`config.mk`:
```
export PLATFORM = sky130hd
export DESIGN_NAME = tvn_merge
export DESIGN_NICKNAME = d
export VERILOG_FILES = /design/src/rtl/triangle_vertex_normals_core_macros.svh /design/src/rtl/tvn_pkg.sv /design/src/rtl/tvn_merge.sv
export SDC_FILE = /design/constraint.sdc
export NUM_CORES = 1
export LEC_CHECK = 0
export BUFFER_PORTS_ARGS = -buffer_cell sky130_fd_sc_hd__buf_2
export CAP_MARGIN = 20
export CORE_MARGIN = 3
export CORE_UTILIZATION = 35
export CTS_CLUSTER_DIAMETER = 60
export DETAILED_ROUTE_END_ITERATION = 8
export GPL_ROUTABILITY_DRIVEN = 1
export GPL_TIMING_DRIVEN = 0
export MAX_ROUTING_LAYER = met4
export PLACE_DENSITY = 0.65
export REMOVE_ABC_BUFFERS = 1
export SLEW_MARGIN = 30
export SYNTH_ARGS = -nofsm -noshare
export SYNTH_HDL_FRONTEND = slang
export SYNTH_SLANG_ARGS = --single-unit
```
`constraint.sdc`:
```
create_clock -name clk_i -period 11.65 [get_ports clk_i]
set_clock_uncertainty 0.15 [all_clocks]
set_input_delay 2.33 -clock clk_i [delete_from_list [all_inputs] [get_ports clk_i]]
set_output_delay 2.33 -clock clk_i [all_outputs]
set_load 0.03 [all_outputs]
```
`src/rtl/triangle_vertex_normals_core_macros.svh`:
```
// Assertion helpers shared by the core; both sample on clk_i and mute during reset.
`ifndef TRIANGLE_VERTEX_NORMALS_CORE_MACROS_SVH
`define TRIANGLE_VERTEX_NORMALS_CORE_MACROS_SVH

// Check a consequence in the same cycle as its trigger
`define TVN_ASSERT_NOW(lbl, ante, cons, msg) \
  lbl: assert property (@(posedge clk_i) disable iff (!rst_ni) (ante) |-> (cons)) \
    else $error(msg);

// Check a consequence in the cycle after its trigger
`define TVN_ASSERT_NEXT(lbl, ante, cons, msg) \
  lbl: assert property (@(posedge clk_i) disable iff (!rst_ni) (ante) |=> (cons)) \
    else $error(msg);

`endif

```
`src/rtl/tvn_pkg.sv`:
```
package tvn_pkg;

  // Field widths
  localparam int unsigned POS_W = 16;
  localparam int unsigned IDX_W = 16;
  localparam int unsigned CNT_W = 24;
  localparam int unsigned NRM_W = 16;

  // Cross product datapath
  localparam int unsigned EDGE_W  = POS_W + 1;
  localparam int unsigned PROD_W  = 2 * EDGE_W;
  localparam int unsigned CROSS_W = PROD_W + 1;
  localparam int unsigned MAG_W   = PROD_W;
  localparam int unsigned SHF_W   = $clog2(MAG_W);

  // The largest scaled magnitude sits with its leading one at NORM_TOP
  localparam int unsigned SCL_W    = 30;
  localparam int unsigned NORM_TOP = SCL_W - 1;
  localparam int unsigned SQR_W    = 2 * SCL_W;
  localparam int unsigned SUM_W    = SQR_W + 2;

  // Square root and divider
  localparam int unsigned SQ_STEPS  = SUM_W / 2;
  localparam int unsigned ROOT_W    = SUM_W / 2;
  localparam int unsigned FRAC      = 14;
  localparam int unsigned QUO_W     = FRAC + 1;
  localparam int unsigned DIV_STEPS = QUO_W;
  localparam int unsigned REM_W     = ROOT_W + FRAC + 1;

  localparam int unsigned CORNERS  = 3;
  localparam int unsigned LANE_LAT = 8 + SQ_STEPS + DIV_STEPS + 1;

  typedef logic [POS_W-1:0] pos_t;
  typedef pos_t [2:0] point_t;

  typedef struct packed {
    logic signed [POS_W-1:0] first_x;
    logic signed [POS_W-1:0] first_y;
    logic signed [POS_W-1:0] first_z;
    logic signed [POS_W-1:0] second_x;
    logic signed [POS_W-1:0] second_y;
    logic signed [POS_W-1:0] second_z;
    logic signed [POS_W-1:0] third_x;
    logic signed [POS_W-1:0] third_y;
    logic signed [POS_W-1:0] third_z;
    logic [IDX_W-1:0]        first_index;
    logic [IDX_W-1:0]        second_index;
    logic [IDX_W-1:0]        third_index;
  } tri_in_t;

  typedef struct packed {
    logic [IDX_W-1:0]        vertex_index;
    logic signed [NRM_W-1:0] normal_x;
    logic signed [NRM_W-1:0] normal_y;
    logic signed [NRM_W-1:0] normal_z;
    logic                    degenerate;
    logic                    corner_last;
    logic                    mesh_done;
  } corner_out_t;

  typedef struct packed {
    logic signed [NRM_W-1:0] x;
    logic signed [NRM_W-1:0] y;
    logic signed [NRM_W-1:0] z;
    logic                    degenerate;
  } lane_res_t;

  typedef struct packed {
    logic [CORNERS-1:0][IDX_W-1:0] idx;
    logic                          done;
  } side_t;

  typedef struct packed {
    lane_res_t [CORNERS-1:0] res;
    side_t                   side;
  } merge_in_t;

  typedef logic [2:0][SCL_W-1:0] scl3_t;
  typedef logic [2:0][QUO_W-1:0] quo3_t;

endpackage

```
`src/rtl/tvn_merge.sv`:
```
module tvn_merge (
  input  logic                  clk_i,
  input  logic                  rst_ni,
  input  tvn_pkg::merge_in_t    tail_i,
  input  logic                  tail_valid_i,
  output logic                  take_o,
  output logic                  out_valid_o,
  input  logic                  out_ready_i,
  output tvn_pkg::corner_out_t  out_data_o
);
  import tvn_pkg::*;

  typedef enum logic [1:0] {
    CORNER_FIRST,
    CORNER_SECOND,
    CORNER_THIRD
  } corner_e;

  corner_e   sel_q;
  logic      busy_q;
  merge_in_t hold_q;
  logic      fire;
  logic      load;
  lane_res_t cur;

  assign fire   = busy_q && out_ready_i;
  assign take_o = !busy_q || (fire && sel_q == CORNER_THIRD);
  assign load   = tail_valid_i && take_o;

  // Advance through the three corner beats of the held triangle
  always_ff @(posedge clk_i or negedge rst_ni) begin
    if (!rst_ni) begin
      busy_q <= 1'b0;
      sel_q  <= CORNER_FIRST;
    end else if (load) begin
      busy_q <= 1'b1;
      sel_q  <= CORNER_FIRST;
    end else if (fire) begin
      unique case (sel_q)
        CORNER_FIRST:  sel_q  <= CORNER_SECOND;
        CORNER_SECOND: sel_q  <= CORNER_THIRD;
        CORNER_THIRD:  busy_q <= 1'b0;
        default:       sel_q  <= CORNER_FIRST;
      endcase
    end
  end

  // Capture all lanes at once
  always_ff @(posedge clk_i) begin
    if (load) begin
      hold_q <= tail_i;
    end
  end

  always_comb begin
    unique case (sel_q)
      CORNER_FIRST:  cur = hold_q.res[0];
      CORNER_SECOND: cur = hold_q.res[1];
      CORNER_THIRD:  cur = hold_q.res[2];
      default:       cur = hold_q.res[0];
    endcase
    unique case (sel_q)
      CORNER_FIRST:  out_data_o.vertex_index = hold_q.side.idx[0];
      CORNER_SECOND: out_data_o.vertex_index = hold_q.side.idx[1];
      CORNER_THIRD:  out_data_o.vertex_index = hold_q.side.idx[2];
      default:       out_data_o.vertex_index = hold_q.side.idx[0];
    endcase
    out_data_o.normal_x    = cur.x;
    out_data_o.normal_y    = cur.y;
    out_data_o.normal_z    = cur.z;
    out_data_o.degenerate  = cur.degenerate;
    out_data_o.corner_last = (sel_q == CORNER_THIRD);
    out_data_o.mesh_done   = (sel_q == CORNER_THIRD) && hold_q.side.done;
  end

  assign out_valid_o = busy_q;

endmodule

```
After elaboration in Yosys (flattened, before gate mapping)
Index checks and enable logic that the tools add are counted.
{ "word_totals": {"register_bits": 199, "input_bits": 200, "out_inout_bits": 69, "wordCells": 40} }
{ "op_classes": {"eq_ne": 3, "muxes": 8, "reduce_logical": 11} }
{ "op_table": {"columns": ["operator", "count"], "rows": [
  ["case mux 49 bit (2 select lines)", 1],
  ["case mux 16 bit (2 select lines)", 1],
  ["case mux 2 bit (3 select lines)", 1],
  ["logical AND 1 bit", 4],
  ["2-to-1 mux 2 bit", 2],
  ["AND reduction 2 bit", 2],
  ["nonzero test 2 bit", 2],
  ["2-to-1 mux 1 bit", 3],
  ["== test 2 x 1 -> 1 bit, second input constant", 1],
  ["== test 2 bit, second input constant", 1],
  ["logical NOT 2 bit", 1],
  ["inequality test 2 x 1 -> 1 bit, second input constant", 1],
  ["logical NOT 1 bit", 1],
  ["logical OR 1 bit", 1]
]} }

Logic depth before layout (Yosys ltp)
Gate-level depths: netlist of run 1.
{ "depth": {"ltp_word": 6, "depth_mapped": 6, "ltp_nobuf": 5} }

Worst setup path after synthesis of run 1
Ideal clock, no wire load.
{ "synth_path": {"path_kind": "input -> register", "start": "in out_ready_i", "end": "reg hold_q[0] in the netlist's numbering, enable pin", "t_arrival_ns": 7.449, "slack_ns": 3.472, "cell_stages": 3, "path_cell_list": "inv_1 -> o21ai_1 -> and2_1"} }
{ "synth_between": {"elab_chain_len": 4} }
{ "synth_lines": {"columns": ["element", "line_no", "source"], "rows": [
  ["start: declaration", "tvn_merge.sv:8", "input logic out_ready_i,"],
  ["logical AND 1 bit", "tvn_merge.sv:26", "assign fire = busy_q && out_ready_i;"],
  ["logical AND 1 bit", "tvn_merge.sv:27", "assign take_o = !busy_q || (fire && sel_q == CORNER_THIRD);"],
  ["logical OR 1 bit", "tvn_merge.sv:27", null],
  ["via take_o", "tvn_merge.sv:6", "output logic take_o,"],
  ["logical AND 1 bit", "tvn_merge.sv:28", "assign load = tail_valid_i && take_o;"],
  ["via load", "tvn_merge.sv:23", "logic load;"],
  ["end signal: assignment", "tvn_merge.sv:51", "hold_q <= tail_i;"],
  ["end: declaration", "tvn_merge.sv:21", "merge_in_t hold_q;"]
]} }
The timed path passes the listed nets, and every way through them passes these cells.
A chain may end at the register's enable or synchronous reset.

Worst setup path in the final report of run 1
{ "layout_path": {"start": "in out_ready_i", "end": "out take_o"} }
{ "layout_between": {"elab_chain_len": 3} }
{ "layout_lines": {"columns": ["element", "line_no"], "rows": [
  ["logical AND 1 bit", "tvn_merge.sv:26"],
  ["logical AND 1 bit", "tvn_merge.sv:27"],
  ["logical OR 1 bit", "tvn_merge.sv:27"],
  ["end: declaration", "tvn_merge.sv:6"]
]} }
Every way passes these cells.

==> results of run 1 <==
==> routing by layer <==
metal | up-vias | track usage [%] | share of wire [%]
met5 | - | - | 0
met4 | 0 | 4.94 | 1.5
met3 | 18 | 5.51 | 8.7
met2 | 176 | 23.3 | 50
met1 | 2191 | 16.4 | 40
li1 | 2252 | - | -
==> cells in the final DEF (no fill, tap or decap), types with 3 or more instances in the layout <==
cell / instances
a21oi_1: 66
a22o_1: 4
a22oi_1: 65
buf_12: 4
buf_16: 4
buf_2: 268
clkbuf_16: 17
dfrtp_1: 3
edfxtp_1: 196
ha_4: 3
inv_1: 4
inv_6: 6
nor2_1: 65
==> cells by family after synthesis <==
logic type | count (synthesis)
compound gates | 136
flops | 199
simple gates | 69
buf+inv | 32
fa+ha+maj | 3
==> power groups by stage <==
stage | clock network [mW] | registers (mW) | logic (mW)
floorplan | 0 | 0.940 | 0.934
global placement | 0 | 0.950 | 1.39
detailed placement | 0 | 0.923 | 1.43
CTS | 0.600 | 0.907 | 1.43
global route | 0.631 | 0.914 | 1.52
finish | 0.579 | 0.907 | 1.40
==> registers in the layout (all words and copies together), names as in the netlist <==
signal       cells
hold_q         196
sel_q            2
out_valid_o      1
==> metrics by stage <==
| stage | hold slack, ps | instance area, sq um |
|---|---|---|
| 4_1_cts | 438 | 9640 |
| 2_1_floorplan | 373 | 7140 |
| 5_1_grt | 468 | 9640 |
| 3_5_place_dp | 428 | 9050 |
| 6_report | 447 | 9640 |
| 3_3_place_gp | 410 | 8820 |
==> critical path, stage by stage <==
cell     delay (ps)
buf_2            90
inv_1            60
o21ai_1         180
buf_2           240
==> final timing paths <==
| check | endpoint | from | slack, ps |
|---|---|---|---|
| min in group asynchronous | out_valid_o | rst_ni | 1540 |
| worst min-delay path | sel_q[0] | out_valid_o | 450 |
| max in group asynchronous | sel_q[1] | rst_ni | 9700 |
| worst min register to register | sel_q[0] | out_valid_o | 450 |
| worst max register to register | hold_q[28] | sel_q[0] | 8940 |
| worst max-delay path | take_o | out_ready_i | 6270 |
==> area by class of cell <==
type | instances | area, sq um | area share (%)
flip-flops and latches | 199 | 5960 | 61.8
multi-input cells | 208 | 1200 | 12.5
inverters | 4 | 15.0 | 0.156
clock inverters | 14 | 160 | 1.66
well taps | 270 | 338 | 3.50
repair buffers | 276 | 1530 | 15.9
diodes | 1 | 2.50 | 0.0260
clock buffers | 18 | 429 | 4.45
==> results.md, run 1 <==
* Outcome: finished clean
* Largest net degree at the start of global routing at 67
* Vias per Instance at 4.68
* Worst EP arrival at 2900 ps
* Final #Nets at 909
* TritonRoute pass-1 iters at 4
* First-pass GRT wire length at 24000 microns
* Clk Latency, worst-skew pair at 410 ps
* Worst-Margin Slew at 436 ps
* Flop pwr share at 31.4%
* Clock slew at reported path FFs at 70 ps
* # port buffers at 268
* Main combinational cell family by area after synthesis: compound AO/OA/AOI/OAI gates
* Die Area at 22600 sq um
* Relative max-transition margin at 70.9%
* Synth Instances at 439
* Combinational power share at 48.6%
* Die Y at 150 microns
* Number of global-route vias before repair at 4715
* Pwr dens at 300 nW/um^2
* Place WS at 6270 ps
* Number of synthesized flops with an enable pin at 196
* Min-Delay Path Class: flop to flop
* Non-filler cells, final at 990
* Initial antenna violation count at 0
* Mapped Area at 7280 sq um
* Worst VDD drop at 0.186 mV
* Routed WL at 16000 microns
* CP max FO at 3
* Most common cell in the netlist: edfxtp_1
* Worst setup margin at 6270 ps
* CTS tree: yes
* RSZ-0062 raised after global routing: false
* Commonest cells in the netlist: 196 x edfxtp_1, 66 x a21oi_1, 65 x a22oi_1, 65 x nor2_1, 13 x buf_2
* Clock Path Buffers at 2
* Post-Synth Adder-Cell Area at 0.515%
* Detail Placement HPWL at 10900 microns
* GPL Wtd Cong at 0.726
* Hold path depth at 1
* Post-synthesis xor/xnor area fraction at 0%
* Synth Area per Inst at 16.6 sq um
* Dpl cells at 957
* Max Slew Vio Count at 0
* DR vias at 4637
* Area growth, synth to finish at 32.4%
* Simple-gate share of the synthesized area at 3.69%
* CP Capture Type: primary output
* Total gr overflow at 0
* Num CTS Buffers at 17
* Cell Int Power at 1.60 mW
* Switching share of power at 44.6%
* Routed WL per cell at 16.2 microns
* Area share of the largest cell type after synthesis at 80.8%
* Die width at 150 microns
* Compound-cell area share of the yosys netlist at 11.8%
* CTS Sinks at 199
* Top FF cell, synth: edfxtp_1
* Synth warn at 0
* Power Total at 2.89 mW
* Cell taking the most area after synthesis: edfxtp_1
* Synth unique cells at 16
* Setup crit start kind: input pin
* TNS Setup at 0 ps
* DRC Markers at 0
* CP Data Required Time at 9170 ps
* Fin crit share at 46.2%
* Setup CP Type: input pin to primary output
* Core ar. at 20400 sq um
* Final core occ at 47.3%
* Sequential area share after synthesis at 81.8%
* Fin. Hold Viols at 0
* # IOs at 269
* Register-to-Register Path Depth at 7
* FMAX at 186 MHz
* Max cap viols at 0
* Initial Util at 35.8%
* Post-CTS setup buffers at 0
* Fill cells at 1793
* #FFs+latches synth at 199
* Initial DRC count at 204
* H-tree levels at 4
* Asr flop ratio synth at 1.51%
* Synth top area cells: edfxtp_1 81%, a22oi_1 6.7%, a21oi_1 4.5%
* Post-cts sizing count at 0
* Layout cells sized above 1 at 43.3%
* P_sw at 1.29 mW
* Post-DRT Antenna Nets at 0
* Row count at 52
* Leak pwr at 3.65 nW
* Setup-failing EPs final at 0
* Mux share of post-synthesis cell area at 0%
* Root Buffer: clkbuf_16
* Clock Power Share at 20.0%
* Min Tclk post-route at 5380 ps
* CTS Hold Buffers Added at 0
* GR Util All Layers at 14.4%
Power figures use the tool's default switching activity.
==> inputs of run 2 (changes only) <==
--- a/config.mk
+++ b/config.mk
@@ -5,6 +5,7 @@
 export SDC_FILE = /design/constraint.sdc
 export NUM_CORES = 1
 export LEC_CHECK = 0
+export ABC_AREA = 1
 export BUFFER_PORTS_ARGS = -buffer_cell sky130_fd_sc_hd__buf_2
 export CAP_MARGIN = 20
 export CORE_MARGIN = 3
@@ -14,7 +15,7 @@
 export GPL_ROUTABILITY_DRIVEN = 1
 export GPL_TIMING_DRIVEN = 0
 export MAX_ROUTING_LAYER = met4
-export PLACE_DENSITY = 0.65
+export PLACE_DENSITY = 0.67
 export REMOVE_ABC_BUFFERS = 1
 export SLEW_MARGIN = 30
 export SYNTH_ARGS = -nofsm -noshare
==> constraint.sdc (replaced) <==
create_clock -name clk_i -period 4.6 [get_ports clk_i]
set_clock_uncertainty 0.15 [all_clocks]
set_input_delay 0.92 -clock clk_i [delete_from_list [all_inputs] [get_ports clk_i]]
set_output_delay 0.92 -clock clk_i [all_outputs]
set_load 0.03 [all_outputs]
==> run 2 against run 1 <==
  * Synthesized area grew 1.7%
  * Hold slack got worse by 300 ps
  * Clock power grew to 2.7 times the previous value
  * Sequential power up 140%
  * Critical path type is now flop to primary output
  * Utilization increased by 0.87 points
  * Synthesized cell count is 17% higher
  * Total power rose by 140%
  * Combinational power rose by 130%
  * Highest routed layer unchanged
  * Final cell count up 7.8%
  * Die area grew 1.7%
==> results.md, run 2 <==
* Outcome: finished clean
* Setup crit start kind: flop
* CTS Hold Buffers Added at 0
* Synth Area per Inst at 14.5 sq um
* Area of the multi-input gates at 1280 sq um
* Worst EP arrival at 2810 ps
* Routed WL at 17200 microns
* Final core occ at 48.2%
* Commonest non-fill, non-tap cell in the layout: buf_2
* Die Y at 152 microns
* Layout cells sized above 1 at 39.7%
* Slowest stage delay, CP at 590 ps
* Clock slew at reported path FFs at 70 ps
* Row count at 52
* Top delay family on crit path: buffers and inverters
* Synth unique cells at 14
* Number of synthesized flops with an enable pin at 196
* Fin crit share at 84.3%
* Core ar. at 20500 sq um
* Clock Power Share at 22.1%
* Post-cts sizing count at 0
* Most frequent cells in the layout: 268 x buf_2, 196 x edfxtp_1, 130 x a21oi_1
* CTS tree: yes
* CP max FO at 65
* DR vias at 4914
* Flop pwr share at 31.6%
* Top FF cell, synth: edfxtp_1
* Fin. Hold Viols at 0
* GPL Wtd Cong at 0.728
* Register-to-Register Path Depth at 11
* Asr flop ratio synth at 1.51%
* Setup-failing EPs final at 0
* Post-CTS setup buffers at 0
* FF-to-FF Start: sel_q[0]
* Vias per Instance at 4.61
* R2r setup slk at 1310 ps
* Critical-path cell list: inv_1, ha_4, buf_12, inv_4, a21oi_1, a21oi_1, buf_2
* Setup CP Type: flop to primary output
* Initial DRC count at 175
* Most common cell in the netlist: edfxtp_1
* Max cap viols at 0
* Power Total at 7.03 mW
* Largest Register: hold_q
* Critical path buffer and inverter count at 4
* P_sw at 3.05 mW
* # port buffers at 268
* Worst VDD drop at 0.331 mV
* Num CTS Buffers at 17
* CTS Sinks at 199
* CP Capture Type: primary output
* RSZ-0062 raised after global routing: false
* Area growth, synth to finish at 33.4%
* TritonRoute pass-1 iters at 6
* Commonest cells in the netlist: 196 x edfxtp_1, 130 x a21oi_1, 76 x nand2_1
* Min Tclk post-route at 3880 ps
* Number of global-route vias before repair at 4871
* Sequential area share after synthesis at 80.4%
* #FFs+latches synth at 199
* Slowest-stage cell, CP: inv_4
* Clock Path Buffers at 2
* Routed WL per cell at 16.1 microns
* Worst setup margin at 723 ps
* Number of flip-flops in the largest register at 196
* Final Hold Slack at 145 ps
* Fill cells at 1803
* Relative max-transition margin at 46.8%
* Cell taking the most area after synthesis: edfxtp_1
* DP Area at 9260 sq um
* Max Slew Vio Count at 0
* Mapped Area at 7410 sq um
* Final #Nets at 986
* Switching share of power at 43.4%
* Clk Latency, worst-skew pair at 410 ps
* DRC Markers at 0
* Combinational power share at 46.3%
* Synth Instances at 512
* Root Buffer: clkbuf_16
* Post-DRT Antenna Nets at 0
* Fin area at 9880 sq um
* Pwr dens at 711 nW/um^2
* Total gr overflow at 0
* Most used cell along the critical path: a21oi_1
* # IOs at 269
* Die Area at 23000 sq um
* GR Util All Layers at 14.8%
* FF+latch area at 5960 sq um
* First-pass GRT wire length at 25000 microns
* Synth warn at 0
* Synth top area cells: edfxtp_1 79%, a21oi_1 8.8%, nand2_1 3.9%
* Cell Int Power at 3.98 mW
* Detail Placement HPWL at 11500 microns
* Leak pwr at 3.84 nW
* Die width at 152 microns
* Area share of the largest cell type after synthesis at 79.4%
* Initial Util at 36.2%
* Initial antenna violation count at 0
* Worst-Margin Slew at 797 ps
* H-tree levels at 4
* FMAX at 258 MHz
* Min-Delay Path Class: input pin to async pin
* CP Data Required Time at 3530 ps
* Place WS at 1110 ps
* Worst r2r dst: hold_q[146]
* Largest net degree at the start of global routing at 66
-- run 2: cells by family (layout without fill, tap and decap cells) --
family / count (synthesis) / in the layout / share of synthesized area (%)
flops: 199 / 199 / 80.4
simple gates: 144 / 144 / 7.36
compound gates: 130 / 130 / 8.78
buf+inv: 36 / 320 / 2.90
fa+ha+maj: 3 / 3 / 0.507
other cells: 0 / 1 / 0
-- run 2: per-layer routing --
metal	up-vias	GRT usage (%)	share of wire [%]
met3	9	5.03	8.2
met1	2324	16.7	39
met5	-	-	0
met2	173	25.3	52
li1	2408	-	-
met4	0	4.13	0.92
-- run 2: power groups by stage --
stage	sequential, mW	clock (mW)	combinational [mW]
floorplan	2.31	0	2.11
global placement	2.34	0	3.21
detailed placement	2.26	0	3.30
CTS	2.22	1.61	3.31
global route	2.24	1.68	3.51
finish	2.22	1.55	3.25
-- run 2: worst max-delay path by stage --
stage | from | to | cells after the start
floorplan | sel_q[0] | hold_q[0] | 6
global placement | sel_q[0] | hold_q[49] | 6
detailed placement | sel_q[0] | out_data_o[34] | 7
CTS | sel_q[0] | out_data_o[34] | 7
global route | sel_q[0] | out_data_o[34] | 7
finish | sel_q[0] | out_data_o[34] | 7
-- run 2: final cells by class --
cell class	instances	area share [%]
flip-flops and latches	199	60.3
repair buffers	280	16.7
multi-input cells	277	12.9
clock buffers	18	4.34
well taps	270	3.42
clock inverters	14	1.92
inverters	8	0.329
diodes	1	0.0253
-- run 2: through the flow --
| step | TNS [ps] | instances |
|---|---|---|
| floorplan | -1318210 | 484 |
| CTS | 0 | 1066 |
| global placement | -2205570 | 1022 |
| global route | 0 | 1066 |
| finish | 0 | 1067 |
| detailed placement | 0 | 1034 |
